===== src/jsu_pkg.sv =====
package jsu_pkg;

  // Longest string length the byte count tracks
  localparam int MAX_LEN = 4096;
  localparam int COUNT_W = 13;
  localparam logic [COUNT_W-1:0] COUNT_MASK = '1;
  localparam logic [COUNT_W-1:0] COUNT_LIMIT =
    (MAX_LEN > 8191) ? COUNT_MASK : COUNT_W'(MAX_LEN);

  // Result kinds
  typedef enum logic [1:0] {
    KIND_DATA = 2'd0,
    KIND_OK   = 2'd1,
    KIND_ERR  = 2'd2
  } kind_t;

  // Escape decoder state
  typedef enum logic [2:0] {
    ESC_NORMAL = 3'd0,
    ESC_BSLASH = 3'd1,
    ESC_HEX1   = 3'd2,
    ESC_HEX2   = 3'd3,
    ESC_HEX3   = 3'd4,
    ESC_HEX4   = 3'd5
  } esc_t;

  // Characters of interest
  localparam logic [7:0] CH_QUOTE = 8'h22;
  localparam logic [7:0] CH_BSLASH = 8'h5C;
  localparam logic [7:0] CH_SLASH = 8'h2F;
  localparam logic [7:0] CH_B = 8'h62;
  localparam logic [7:0] CH_F = 8'h66;
  localparam logic [7:0] CH_N = 8'h6E;
  localparam logic [7:0] CH_R = 8'h72;
  localparam logic [7:0] CH_T = 8'h74;
  localparam logic [7:0] CH_U = 8'h75;

  localparam logic [7:0] BS_CODE = 8'h08;
  localparam logic [7:0] FF_CODE = 8'h0C;
  localparam logic [7:0] LF_CODE = 8'h0A;
  localparam logic [7:0] CR_CODE = 8'h0D;
  localparam logic [7:0] TAB_CODE = 8'h09;

  // UTF-8 encoding limits and marks
  localparam logic [15:0] ONE_BYTE_MAX = 16'h007F;
  localparam logic [15:0] TWO_BYTE_MAX = 16'h07FF;
  localparam logic [7:0] LEAD2 = 8'hC0;
  localparam logic [7:0] LEAD3 = 8'hE0;
  localparam logic [7:0] CONT = 8'h80;

  // Results caused by one input word
  typedef struct packed {
    logic [1:0]         n;
    logic [2:0][7:0]    bytes;
    kind_t              kind;
    logic [COUNT_W-1:0] count;
  } run_t;

endpackage


===== src/jsu_if.sv =====
interface jsu_in_if;
  logic       valid;
  logic       ready;
  logic [7:0] in_byte;
  logic       end_mark;

  modport source(output valid, in_byte, end_mark, input ready);
  modport sink(input valid, in_byte, end_mark, output ready);
endinterface

interface jsu_out_if;
  logic                        valid;
  logic                        ready;
  logic [7:0]                  out_byte;
  jsu_pkg::kind_t              kind;
  logic [jsu_pkg::COUNT_W-1:0] out_count;
  logic                        run_last;

  modport source(output valid, out_byte, kind, out_count, run_last, input ready);
  modport sink(input valid, out_byte, kind, out_count, run_last, output ready);
endinterface


===== src/jsu_decode.sv =====
module jsu_decode (
  input  logic          clk,
  input  logic          rst,
  input  logic          accept,
  input  logic [7:0]    in_byte,
  input  logic          end_mark,
  output jsu_pkg::run_t run
);

  jsu_pkg::esc_t escape_mode, escape_mode_next;
  logic [15:0] hex_value, hex_value_next;
  logic error_seen, error_seen_next;
  logic [jsu_pkg::COUNT_W-1:0] byte_count, byte_count_next;

  logic [3:0]  digit;
  logic        digit_ok;
  logic [15:0] code;
  logic [jsu_pkg::COUNT_W:0] count_sum;

  // Hex digit decode, either case
  always_comb begin
    digit = 4'd0;
    digit_ok = 1'b1;
    if (in_byte inside {[8'h30:8'h39]}) begin
      digit = in_byte[3:0];
    end else if (in_byte inside {[8'h41:8'h46], [8'h61:8'h66]}) begin
      digit = in_byte[3:0] + 4'd9;
    end else begin
      digit_ok = 1'b0;
    end
  end

  assign code = {hex_value[11:0], digit};

  // Escape decode and UTF-8 encode
  always_comb begin
    escape_mode_next = escape_mode;
    hex_value_next = hex_value;
    error_seen_next = error_seen;
    run = '0;
    run.kind = jsu_pkg::KIND_DATA;

    if (end_mark) begin
      run.n = 2'd1;
      run.kind = (error_seen || escape_mode != jsu_pkg::ESC_NORMAL) ?
                 jsu_pkg::KIND_ERR : jsu_pkg::KIND_OK;
      run.count = byte_count;
      escape_mode_next = jsu_pkg::ESC_NORMAL;
      hex_value_next = 16'h0000;
      error_seen_next = 1'b0;
    end else if (!error_seen) begin
      case (escape_mode)
        jsu_pkg::ESC_NORMAL: begin
          if (in_byte == jsu_pkg::CH_BSLASH) begin
            escape_mode_next = jsu_pkg::ESC_BSLASH;
          end else begin
            run.n = 2'd1;
            run.bytes[0] = in_byte;
          end
        end
        jsu_pkg::ESC_BSLASH: begin
          escape_mode_next = jsu_pkg::ESC_NORMAL;
          run.n = 2'd1;
          case (in_byte)
            jsu_pkg::CH_QUOTE:  run.bytes[0] = jsu_pkg::CH_QUOTE;
            jsu_pkg::CH_BSLASH: run.bytes[0] = jsu_pkg::CH_BSLASH;
            jsu_pkg::CH_SLASH:  run.bytes[0] = jsu_pkg::CH_SLASH;
            jsu_pkg::CH_B:      run.bytes[0] = jsu_pkg::BS_CODE;
            jsu_pkg::CH_F:      run.bytes[0] = jsu_pkg::FF_CODE;
            jsu_pkg::CH_N:      run.bytes[0] = jsu_pkg::LF_CODE;
            jsu_pkg::CH_R:      run.bytes[0] = jsu_pkg::CR_CODE;
            jsu_pkg::CH_T:      run.bytes[0] = jsu_pkg::TAB_CODE;
            jsu_pkg::CH_U: begin
              run.n = 2'd0;
              escape_mode_next = jsu_pkg::ESC_HEX1;
              hex_value_next = 16'h0000;
            end
            default: begin
              run.n = 2'd0;
              error_seen_next = 1'b1;
            end
          endcase
        end
        jsu_pkg::ESC_HEX1, jsu_pkg::ESC_HEX2, jsu_pkg::ESC_HEX3,
        jsu_pkg::ESC_HEX4: begin
          if (!digit_ok) begin
            error_seen_next = 1'b1;
            escape_mode_next = jsu_pkg::ESC_NORMAL;
            hex_value_next = 16'h0000;
          end else if (escape_mode != jsu_pkg::ESC_HEX4) begin
            hex_value_next = code;
            escape_mode_next = jsu_pkg::esc_t'(escape_mode + 3'd1);
          end else begin
            // Last digit: encode the code unit
            escape_mode_next = jsu_pkg::ESC_NORMAL;
            hex_value_next = 16'h0000;
            if (code <= jsu_pkg::ONE_BYTE_MAX) begin
              run.n = 2'd1;
              run.bytes[0] = code[7:0];
            end else if (code <= jsu_pkg::TWO_BYTE_MAX) begin
              run.n = 2'd2;
              run.bytes[0] = jsu_pkg::LEAD2 | {3'b000, code[10:6]};
              run.bytes[1] = jsu_pkg::CONT | {2'b00, code[5:0]};
            end else begin
              run.n = 2'd3;
              run.bytes[0] = jsu_pkg::LEAD3 | {4'h0, code[15:12]};
              run.bytes[1] = jsu_pkg::CONT | {2'b00, code[11:6]};
              run.bytes[2] = jsu_pkg::CONT | {2'b00, code[5:0]};
            end
          end
        end
        default: begin
          escape_mode_next = jsu_pkg::ESC_NORMAL;
        end
      endcase
    end
  end

  // Saturating count of data bytes
  assign count_sum = {1'b0, byte_count} + {{(jsu_pkg::COUNT_W-1){1'b0}}, run.n};

  always_comb begin
    if (end_mark) begin
      byte_count_next = '0;
    end else if (count_sum > {1'b0, jsu_pkg::COUNT_LIMIT}) begin
      byte_count_next = jsu_pkg::COUNT_LIMIT;
    end else begin
      byte_count_next = count_sum[jsu_pkg::COUNT_W-1:0];
    end
  end

  // State registers
  always_ff @(posedge clk) begin
    if (rst) begin
      escape_mode <= jsu_pkg::ESC_NORMAL;
      hex_value <= 16'h0000;
      error_seen <= 1'b0;
      byte_count <= '0;
    end else if (accept) begin
      escape_mode <= escape_mode_next;
      hex_value <= hex_value_next;
      error_seen <= error_seen_next;
      byte_count <= byte_count_next;
    end
  end

endmodule


===== src/jsu_emit.sv =====
module jsu_emit (
  input  logic             clk,
  input  logic             rst,
  input  logic             load,
  input  jsu_pkg::run_t    run,
  output logic             can_take,
  jsu_out_if.source        dout
);

  logic [1:0]                  rem;
  logic [2:0][7:0]             bytes;
  jsu_pkg::kind_t              kind;
  logic [jsu_pkg::COUNT_W-1:0] count;
  logic                        pop;

  assign pop = dout.valid && dout.ready;

  // Free next cycle when empty or the last word is leaving
  assign can_take = (rem == 2'd0) || (rem == 2'd1 && dout.ready);

  // Remaining word count
  always_ff @(posedge clk) begin
    if (rst) begin
      rem <= 2'd0;
    end else if (load) begin
      rem <= run.n;
    end else if (pop) begin
      rem <= rem - 2'd1;
    end
  end

  // Result payload, shifted down one byte per word sent
  always_ff @(posedge clk) begin
    if (load) begin
      bytes <= run.bytes;
      kind <= run.kind;
      count <= run.count;
    end else if (pop) begin
      bytes <= {8'h00, bytes[2], bytes[1]};
    end
  end

  assign dout.valid = (rem != 2'd0);
  assign dout.out_byte = bytes[0];
  assign dout.kind = kind;
  assign dout.out_count = (kind == jsu_pkg::KIND_DATA) ? '0 : count;
  assign dout.run_last = (rem == 2'd1);

endmodule


===== src/json_string_unescape_unit.sv =====
// The first result word of an input word is registered and valid in the cycle after it is accepted.
// Throughput: one input word per cycle while dout.ready is high; a \u escape that encodes to 2 or 3
// UTF-8 bytes holds the input while the bytes leave the result register.
// Reset (rst, synchronous) clears the escape state, error flag and byte count, and drops
// any result words still waiting.
module json_string_unescape_unit (
  input logic       clk,
  input logic       rst,
  jsu_in_if.sink    din,
  jsu_out_if.source dout
);

  jsu_pkg::run_t run;
  logic          accept;
  logic          can_take;

  assign din.ready = can_take;
  assign accept = din.valid && din.ready;

  // Escape decode and state
  jsu_decode u_decode (
    .clk      (clk),
    .rst      (rst),
    .accept   (accept),
    .in_byte  (din.in_byte),
    .end_mark (din.end_mark),
    .run      (run)
  );

  // Result register and serializer
  jsu_emit u_emit (
    .clk      (clk),
    .rst      (rst),
    .load     (accept && run.n != 2'd0),
    .run      (run),
    .can_take (can_take),
    .dout     (dout)
  );

endmodule

===== src/flat_wrapper.sv =====
// flat-port wrapper written by rule: the top's interface ports become plain ports
module json_string_unescape_unit_flat 
  (clk, rst, din_valid, din_in_byte, din_end_mark, din_ready, dout_valid, dout_out_byte, dout_kind, dout_out_count, dout_run_last, dout_ready);
  jsu_in_if din_i ();
  jsu_out_if dout_i ();
  input logic clk;
  input logic rst;
  input wire logic [$bits(din_i.valid)-1:0] din_valid;
  input wire logic [$bits(din_i.in_byte)-1:0] din_in_byte;
  input wire logic [$bits(din_i.end_mark)-1:0] din_end_mark;
  output wire logic [$bits(din_i.ready)-1:0] din_ready;
  output wire logic [$bits(dout_i.valid)-1:0] dout_valid;
  output wire logic [$bits(dout_i.out_byte)-1:0] dout_out_byte;
  output wire logic [$bits(dout_i.kind)-1:0] dout_kind;
  output wire logic [$bits(dout_i.out_count)-1:0] dout_out_count;
  output wire logic [$bits(dout_i.run_last)-1:0] dout_run_last;
  input wire logic [$bits(dout_i.ready)-1:0] dout_ready;
  assign din_i.valid = din_valid;
  assign din_i.in_byte = din_in_byte;
  assign din_i.end_mark = din_end_mark;
  assign din_ready = din_i.ready;
  assign dout_valid = dout_i.valid;
  assign dout_out_byte = dout_i.out_byte;
  assign dout_kind = dout_i.kind;
  assign dout_out_count = dout_i.out_count;
  assign dout_run_last = dout_i.run_last;
  assign dout_i.ready = dout_ready;
  json_string_unescape_unit u_core (.clk(clk), .rst(rst), .din(din_i), .dout(dout_i));
endmodule

===== config.mk =====
export PLATFORM = sky130hd
export DESIGN_NAME = json_string_unescape_unit_flat
export DESIGN_NICKNAME = d
export VERILOG_FILES = /design/src/jsu_pkg.sv /design/src/jsu_if.sv /design/src/jsu_decode.sv /design/src/jsu_emit.sv /design/src/json_string_unescape_unit.sv /design/src/flat_wrapper.sv
export SDC_FILE = /design/constraint.sdc
export NUM_CORES = 1
export LEC_CHECK = 0
export ABC_AREA = 1
export BUFFER_PORTS_ARGS = -buffer_cell sky130_fd_sc_hd__clkbuf_2
export CAP_MARGIN = 20
export CELL_PAD_IN_SITES_DETAIL_PLACEMENT = 0
export CELL_PAD_IN_SITES_GLOBAL_PLACEMENT = 1
export CORE_MARGIN = 2
export CORE_UTILIZATION = 43
export CTS_CLUSTER_DIAMETER = 80
export DETAILED_ROUTE_END_ITERATION = 10
export PLACE_DENSITY_LB_ADDON = 0.1
export SLEW_MARGIN = 10
export SYNTH_ARGS = -nofsm -noshare
export SYNTH_HDL_FRONTEND = slang
export SYNTH_SLANG_ARGS = --single-unit

===== constraint.sdc =====
create_clock -name clk -period 3.5 [get_ports clk]
set_input_delay 0.175 -clock clk [delete_from_list [all_inputs] [get_ports clk]]
set_output_delay 0.175 -clock clk [all_outputs]
set_load 0.02 [all_outputs]

Word-level counts from Yosys, hierarchy flattened
Index checks and enable logic that the tools add are counted.

cells by class
  reductions and logical operators = 23
  add/sub/neg operators = 4
  equality and inequality tests = 19
  mux-type cells = 48
  magnitude comparators = 9

operator list
  operator                count
  $mux W26                3
  $mux W24                3
  $mux W12                5
  $eq A8 B7 Y1 const B    7
  $pmux W7 S8             1
  $mux W13                3
  $mux W16                2
  $mux W8                 3
  $pmux W12 S2            1
  $pmux W8 S3             1
  $eq A8 B6 Y1 const B    2
  $ge A8 B7 Y1 const B    2
  $le A16 B11 Y1 const B  1
  $le A16 B7 Y1 const B   1
  $le A8 B7 Y1 const B    2
  $mux W3                 5
  $add A13 B2 Y14         1
  $gt A14 B13 Y1 const B  1
  $mux W14                1
  $mux W2                 6
  $mux W1                 9
  $ne A3 B3 Y1 const B    3
  $pmux W3 S3             1
  $reduce_or A9 Y1        1
  other kinds (23)        38

word-level totals
  flip-flop bits (word level) = 70
  output and inout port bits = 26
  bits of input ports = 13

Longest topological paths before layout
  depth after elaboration = 17
  gate-level depth with buffers = 25

By module
Synthesis repeated with hierarchy kept, for this count alone.

second synthesis, totals
  cells, all modules = 659
  area total of the unflattened synthesis = 4495.6 µm²

by module, submodules not included
  module                     instances  sequential area each (µm²)  area each (µm²)  cells each
  jsu_decode                 1          580.6                       2720.1           485
  jsu_emit                   1          1211.2                      1760.4           170
  json_string_unescape_unit  1          0.0                         15.0             4

Worst setup path before layout
No wires, ideal clock.

  path type = input to register
  from = in din_in_byte[0]
  to = reg u_core.u_decode.byte_count[1] (netlist bit)
  setup slack = 421 ps
  cell stages on the path = 23
  path buffers = 1
  required time = 3429 ps
  library setup time = 71 ps
  arrival = 3008 ps
  cell sequence = inv_1 ha_1 inv_1 nor2_1 nand3_1 inv_1 nor2_1 a21oi_1 nand2_1 nand2_1 nand2_1 ha_1 inv_1 fa_1 nor2_1 nand3_1 or2_1 a21oi_1 nand3_1 nand2_1 buf_2 nand2_1 a21oi_1

on the way
  longest elaborated chain between the ends = 17
  elaborated cells between the ends (all ways) = 39

RTL lines
  element                                              line               RTL
  from (decl)                                          flat_wrapper.sv:9  input wire logic [$bits(din_i.in_byte)-1:0] din_in_byte;
  $ge A8 B7 Y1 / $le A8 B7 Y1 (equally long branches)  jsu_decode.sv:26   end else if (in_byte inside {[8'h41:8'h46], [8'h61:8'h66]}) begin
  $logic_and A1 B1 Y1                                  jsu_decode.sv:26
  $reduce_bool A2 Y1                                   jsu_decode.sv:26
  $mux W4                                              jsu_decode.sv:26
  $mux W4                                              jsu_decode.sv:24   if (in_byte inside {[8'h30:8'h39]}) begin
  $le A16 B11 Y1                                       jsu_decode.sv:100  end else if (code <= jsu_pkg::TWO_BYTE_MAX) begin
  $mux W1                                              jsu_decode.sv:100
  $mux W2                                              jsu_decode.sv:97   if (code <= jsu_pkg::ONE_BYTE_MAX) begin
  $mux W26                                             jsu_decode.sv:90   end else if (escape_mode != jsu_pkg::ESC_HEX4) begin
  $mux W26                                             jsu_decode.sv:86   if (!digit_ok) begin
  $pmux W2 S3 (*)                                      jsu_decode.sv:52   case (escape_mode)
  $mux W26 (*)                                         jsu_decode.sv:51   end else if (!error_seen) begin
  $mux W2 (*)                                          jsu_decode.sv:43   if (end_mark) begin
  $add A13 B2 Y14 (*)                                  jsu_decode.sv:120  assign count_sum = {1'b0, byte_count} + {{(jsu_pkg::COUNT_W-1){1'b0}}, run.n};
  $gt A14 B13 Y1                                       jsu_decode.sv:125  end else if (count_sum > {1'b0, jsu_pkg::COUNT_LIMIT}) begin
  $mux W13 (*)                                         jsu_decode.sv:125
  $mux W13 (*)                                         jsu_decode.sv:123  if (end_mark) begin
  to (signal assigned)                                 jsu_decode.sv:143  byte_count <= byte_count_next;
  to (decl)                                            jsu_decode.sv:13   logic [jsu_pkg::COUNT_W-1:0] byte_count, byte_count_next;

Mark *: on every way between the ends. The rest lies on a longest branch, timed or not.
A chain may end at the register's enable or synchronous reset.

Worst setup path after layout
  from = reg u_core.u_decode.hex_value[6]
  to = reg u_core.u_decode.byte_count[8] (netlist bit)

on the way
  longest elaborated chain between the ends = 12
  elaborated cells between the ends (all ways) = 13

RTL lines
  element                 line               RTL
  from (decl)             jsu_decode.sv:11   logic [15:0] hex_value, hex_value_next;
  from (signal assigned)  jsu_decode.sv:141  hex_value <= hex_value_next;
  $le A16 B11 Y1          jsu_decode.sv:100
  $mux W1                 jsu_decode.sv:100
  $mux W2 (*)             jsu_decode.sv:97
  $mux W26 (*)            jsu_decode.sv:90
  $mux W26 (*)            jsu_decode.sv:86
  $pmux W2 S3 (*)         jsu_decode.sv:52
  $mux W26 (*)            jsu_decode.sv:51
  $mux W2 (*)             jsu_decode.sv:43
  $add A13 B2 Y14 (*)     jsu_decode.sv:120
  $gt A14 B13 Y1          jsu_decode.sv:125
  $mux W13 (*)            jsu_decode.sv:125
  $mux W13 (*)            jsu_decode.sv:123

Marks and branches as above.

==> impl_results.md <==
* Status: finished clean
* Max Cap Violations at 0
* Mapped Area at between 0.004 and 0.005 mm2
* Final WL at 10,100 um
* Ports at 39
* WP data arrival at approximately 3400 ps
* Largest net degree at the start of global routing at 32
* WS Path Type: flip-flop to flip-flop
* Site Rows at 35
* Hold slack at 280 ps
* # H-tree levels at 3
* Pre-antenna DRT Iters at 4
* Top cell type's share of synthesized area at 0.270
* Ant diodes at 0
* Final period util at 0.904
* Clock tree buffer depth at 2
* P&R area growth vs syn at 15.2%
* CTS buffer count at 9
* Gp weighted congestion at just over 0.9
* Initial antenna violation count at 0
* Reg2Reg Launch Point: u_core.u_decode.hex_value[6]
* Synth area leader: edfxtp_1
* Setup crit start kind: flip-flop
* Non-Filler Instances at approximately 750
* Critical-path cell list: inv_2, nand2_1, nor2_2, nor2_1, nor2_1, a21oi_1, nand2_1, nand2_1, nand2_1, ha_1, inv_1, fa_1, nor2_1, buf_4, nand4_1, xor2_1, nand2_1, nor2_1, nand3_1, nand2_1, buf_6, nand2_1, a21oi_1
* Mean post-synth cell area at around 7.2 um2
* Fin. Hold Viols at 0
* Max-slew violation count at 0
* Distinct cells, synth at 40
* Total die area at between 0.01 and 0.015 mm2
* DP Wirelength at 7700 um
* Final Cell Area at between 0.004 and 0.005 mm2
* Setup TNS at 0 ps
* Vias at 3,680
* CTS Root Cell: clkbuf_8
* Worst-margin pin slew at between 700 and 800 ps
* Pwr dens at around 530 mW/mm2
* Worst R2R End: u_core.u_decode.byte_count[8]
* Tmin final at about 3200 ps
* Fraction of layout cells with a size suffix above 1 at 0.162
* Worst path required time at ~3800 ps
* CP delay by family, top: simple AND/OR/NAND/NOR gates
* Synth async-reset ratio at 0
* Post-route setup slack at roughly 340 ps
* CP max-delay cell: fa_1
* First-pass GRT wire length at between 15,000 and 20,000 um
* Setup Slack @ Placement at around 110 ps
* Synth Instances at between 500 and 600
* Most frequent cell after synthesis: nand2_1
* Worst-path clk slew at roughly 70 ps
* Hold Crit Class: primary input to flip-flop
* Wire per inst at approximately 13 um
* Vias in the first global route at 3,455
* Worst setup endpoint: u_core.u_decode.byte_count[8]
* RSZ-0062 raised after global routing: false
* Fmax at around 320 MHz
* Die span in x at between 100 and 150 um
* Commonest cells in the synthesized netlist: nand2_1 (147), nor2_1 (85), inv_1 (84)
* Core Area at around 0.0092 mm2
* CTS sink count at 68
* Post-layout util at 0.513
* Iter 0 DRT Violations at 260
* Total Power at roughly 2.5 mW
* Clk_skew at 14.7 ps
* Clock latency on the worst-skew pair at between 300 and 400 ps
* Reg2reg setup slack at 340 ps
* Synth Warn # at 0
* Post-place instance area at 0.00448 mm2
* Routed Antenna Nets at 0
* TritonCTS clock tree: done
* Top FF cell, synth: edfxtp_1
* Nets at 640
* Stages on worst setup path at 23
* Detailed-route DRC error count at 0
* Largest cells by area after synthesis: edfxtp_1 (27%), dfxtp_1 (15%), nand2_1 (13%), nor2_1 (7.8%), inv_1 (7.7%)
* Number of synthesized register bits at 68
* Mapped Nets at about 600
* Max Fanout on Critical Path at 8
* CP endpoint kind: flip-flop
* Reg2Reg Depth at 23
* Grt ovf at 0
* Post-synth EDFFs at 37
* Seq/Total Area, Yosys at 0.421
* CP startpoint: u_core.u_decode.hex_value[6]
* Fillcell total at 939
* Leak pwr at about 2.1 nW
* Chip Height at roughly 100 um
* Starting Density at 0.445
* Worst vdd ir at roughly 230 uV
* Vias per cell at ~4.9
* GRT Overall Usage at 0.207
* Setup violators final at 0
* I/O Buffers at 38
* Cells after DPL at between 700 and 800
* Relative slew slack at 0.519
* Most common cell on crit path: nand2_1
* CP bufs+invs at 4
* Max stage delay on crit path at 410 ps
routing by layer:
metal | GRT usage | part of all wire | up-vias
met5 | 0 | 0 | -
met4 | 0.0593 | 0.014 | 0
met3 | 0.0435 | 0.055 | 14
met2 | 0.308 | 0.42 | 106
met1 | 0.304 | 0.51 | 1646
li1 | - | - | 1914
repair_timing:
item                                    in CTS  in global routing
gates resized for setup                      0                  5
setup buffers                                0                  1
endpoints found under the setup margin       0                 11
hold buffers                                 0                  0
endpoints found under the hold margin        0                  0
placed cells by master (no fill, tap or decap), types with 8 or more instances in the layout:
master,synthesis,final
a21oi_1,35,34
nand3_1,20,20
xor2_1,9,9
o21ai_1,9,9
o22ai_1,8,8
nand2_1,147,147
ha_1,9,9
clkbuf_8,0,9
clkbuf_2,0,38
dfxtp_1,31,30
nor2_1,85,84
edfxtp_1,37,37
buf_4,8,21
o21ai_0,11,11
inv_1,84,83
a22oi_1,8,8
report_power, final:
part	internal (mW)	leakage, nW	total, mW	switching, mW
registers	1.05	0.622	1.09	0.0422
clock network	0.475	0.120	0.794	0.319
logic	0.183	1.38	0.648	0.465
total	1.71	2.12	2.53	0.826
worst min-delay path: stages:
cell and delay (ps):
clkbuf_2 130, nand2_1 70, a31oi_1 70
worst min-delay path by stage:
stage | from | end | slack [ps] | depth (start not counted)
final | din_in_byte[6] | u_core.u_emit.dout.out_byte[6] | 280 | 3
after global routing | din_in_byte[6] | u_core.u_emit.dout.out_byte[6] | 280 | 3
after CTS | din_in_byte[6] | u_core.u_emit.dout.out_byte[6] | 270 | 3
after detailed placement | u_core.u_emit.bytes[23] | u_core.u_emit.bytes[15] | 490 | 2
after global placement | u_core.u_emit.rem[1] | u_core.u_emit.rem[1] | 480 | 2
after floorplan | rst | u_core.u_decode.escape_mode[0] | 250 | 1
state kept, by name, indices dropped and copies added (netlist names):
| register | cells |
|---|---|
| u_core.u_decode.byte_count | 13 |
| u_core.u_decode.error_seen | 1 |
| u_core.u_decode.escape_mode | 3 |
| u_core.u_decode.hex_value | 12 |
| u_core.u_emit.bytes | 14 |
| u_core.u_emit.count | 13 |
| u_core.u_emit.dout.kind | 2 |
| u_core.u_emit.dout.out_byte | 8 |
| u_core.u_emit.rem | 2 |
layout make-up:
class / count / area (um2) / share of cell area
clock buffers: 10 / 128 / 0.0269
well taps: 129 / 161 / 0.0341
repair buffers: 60 / 359 / 0.0758
clock inverters: 6 / 113 / 0.0238
inverters: 93 / 350 / 0.0740
multi-input cells: 385 / 1890 / 0.400
flip-flops and latches: 68 / 1730 / 0.366
logic make-up after synthesis:
logic type | Yosys count | share of synthesized area
AOI/OAI and AO/OA | 83 | 0.115
adders and majority gates | 10 | 0.0323
DFF | 68 | 0.421
buffers and inverters | 116 | 0.120
xor gates and xnor gates | 11 | 0.0234
and+or+nand+nor | 280 | 0.285
muxes | 1 | 0.00243
No activity file was read; power rests on OpenSTA's default activity.
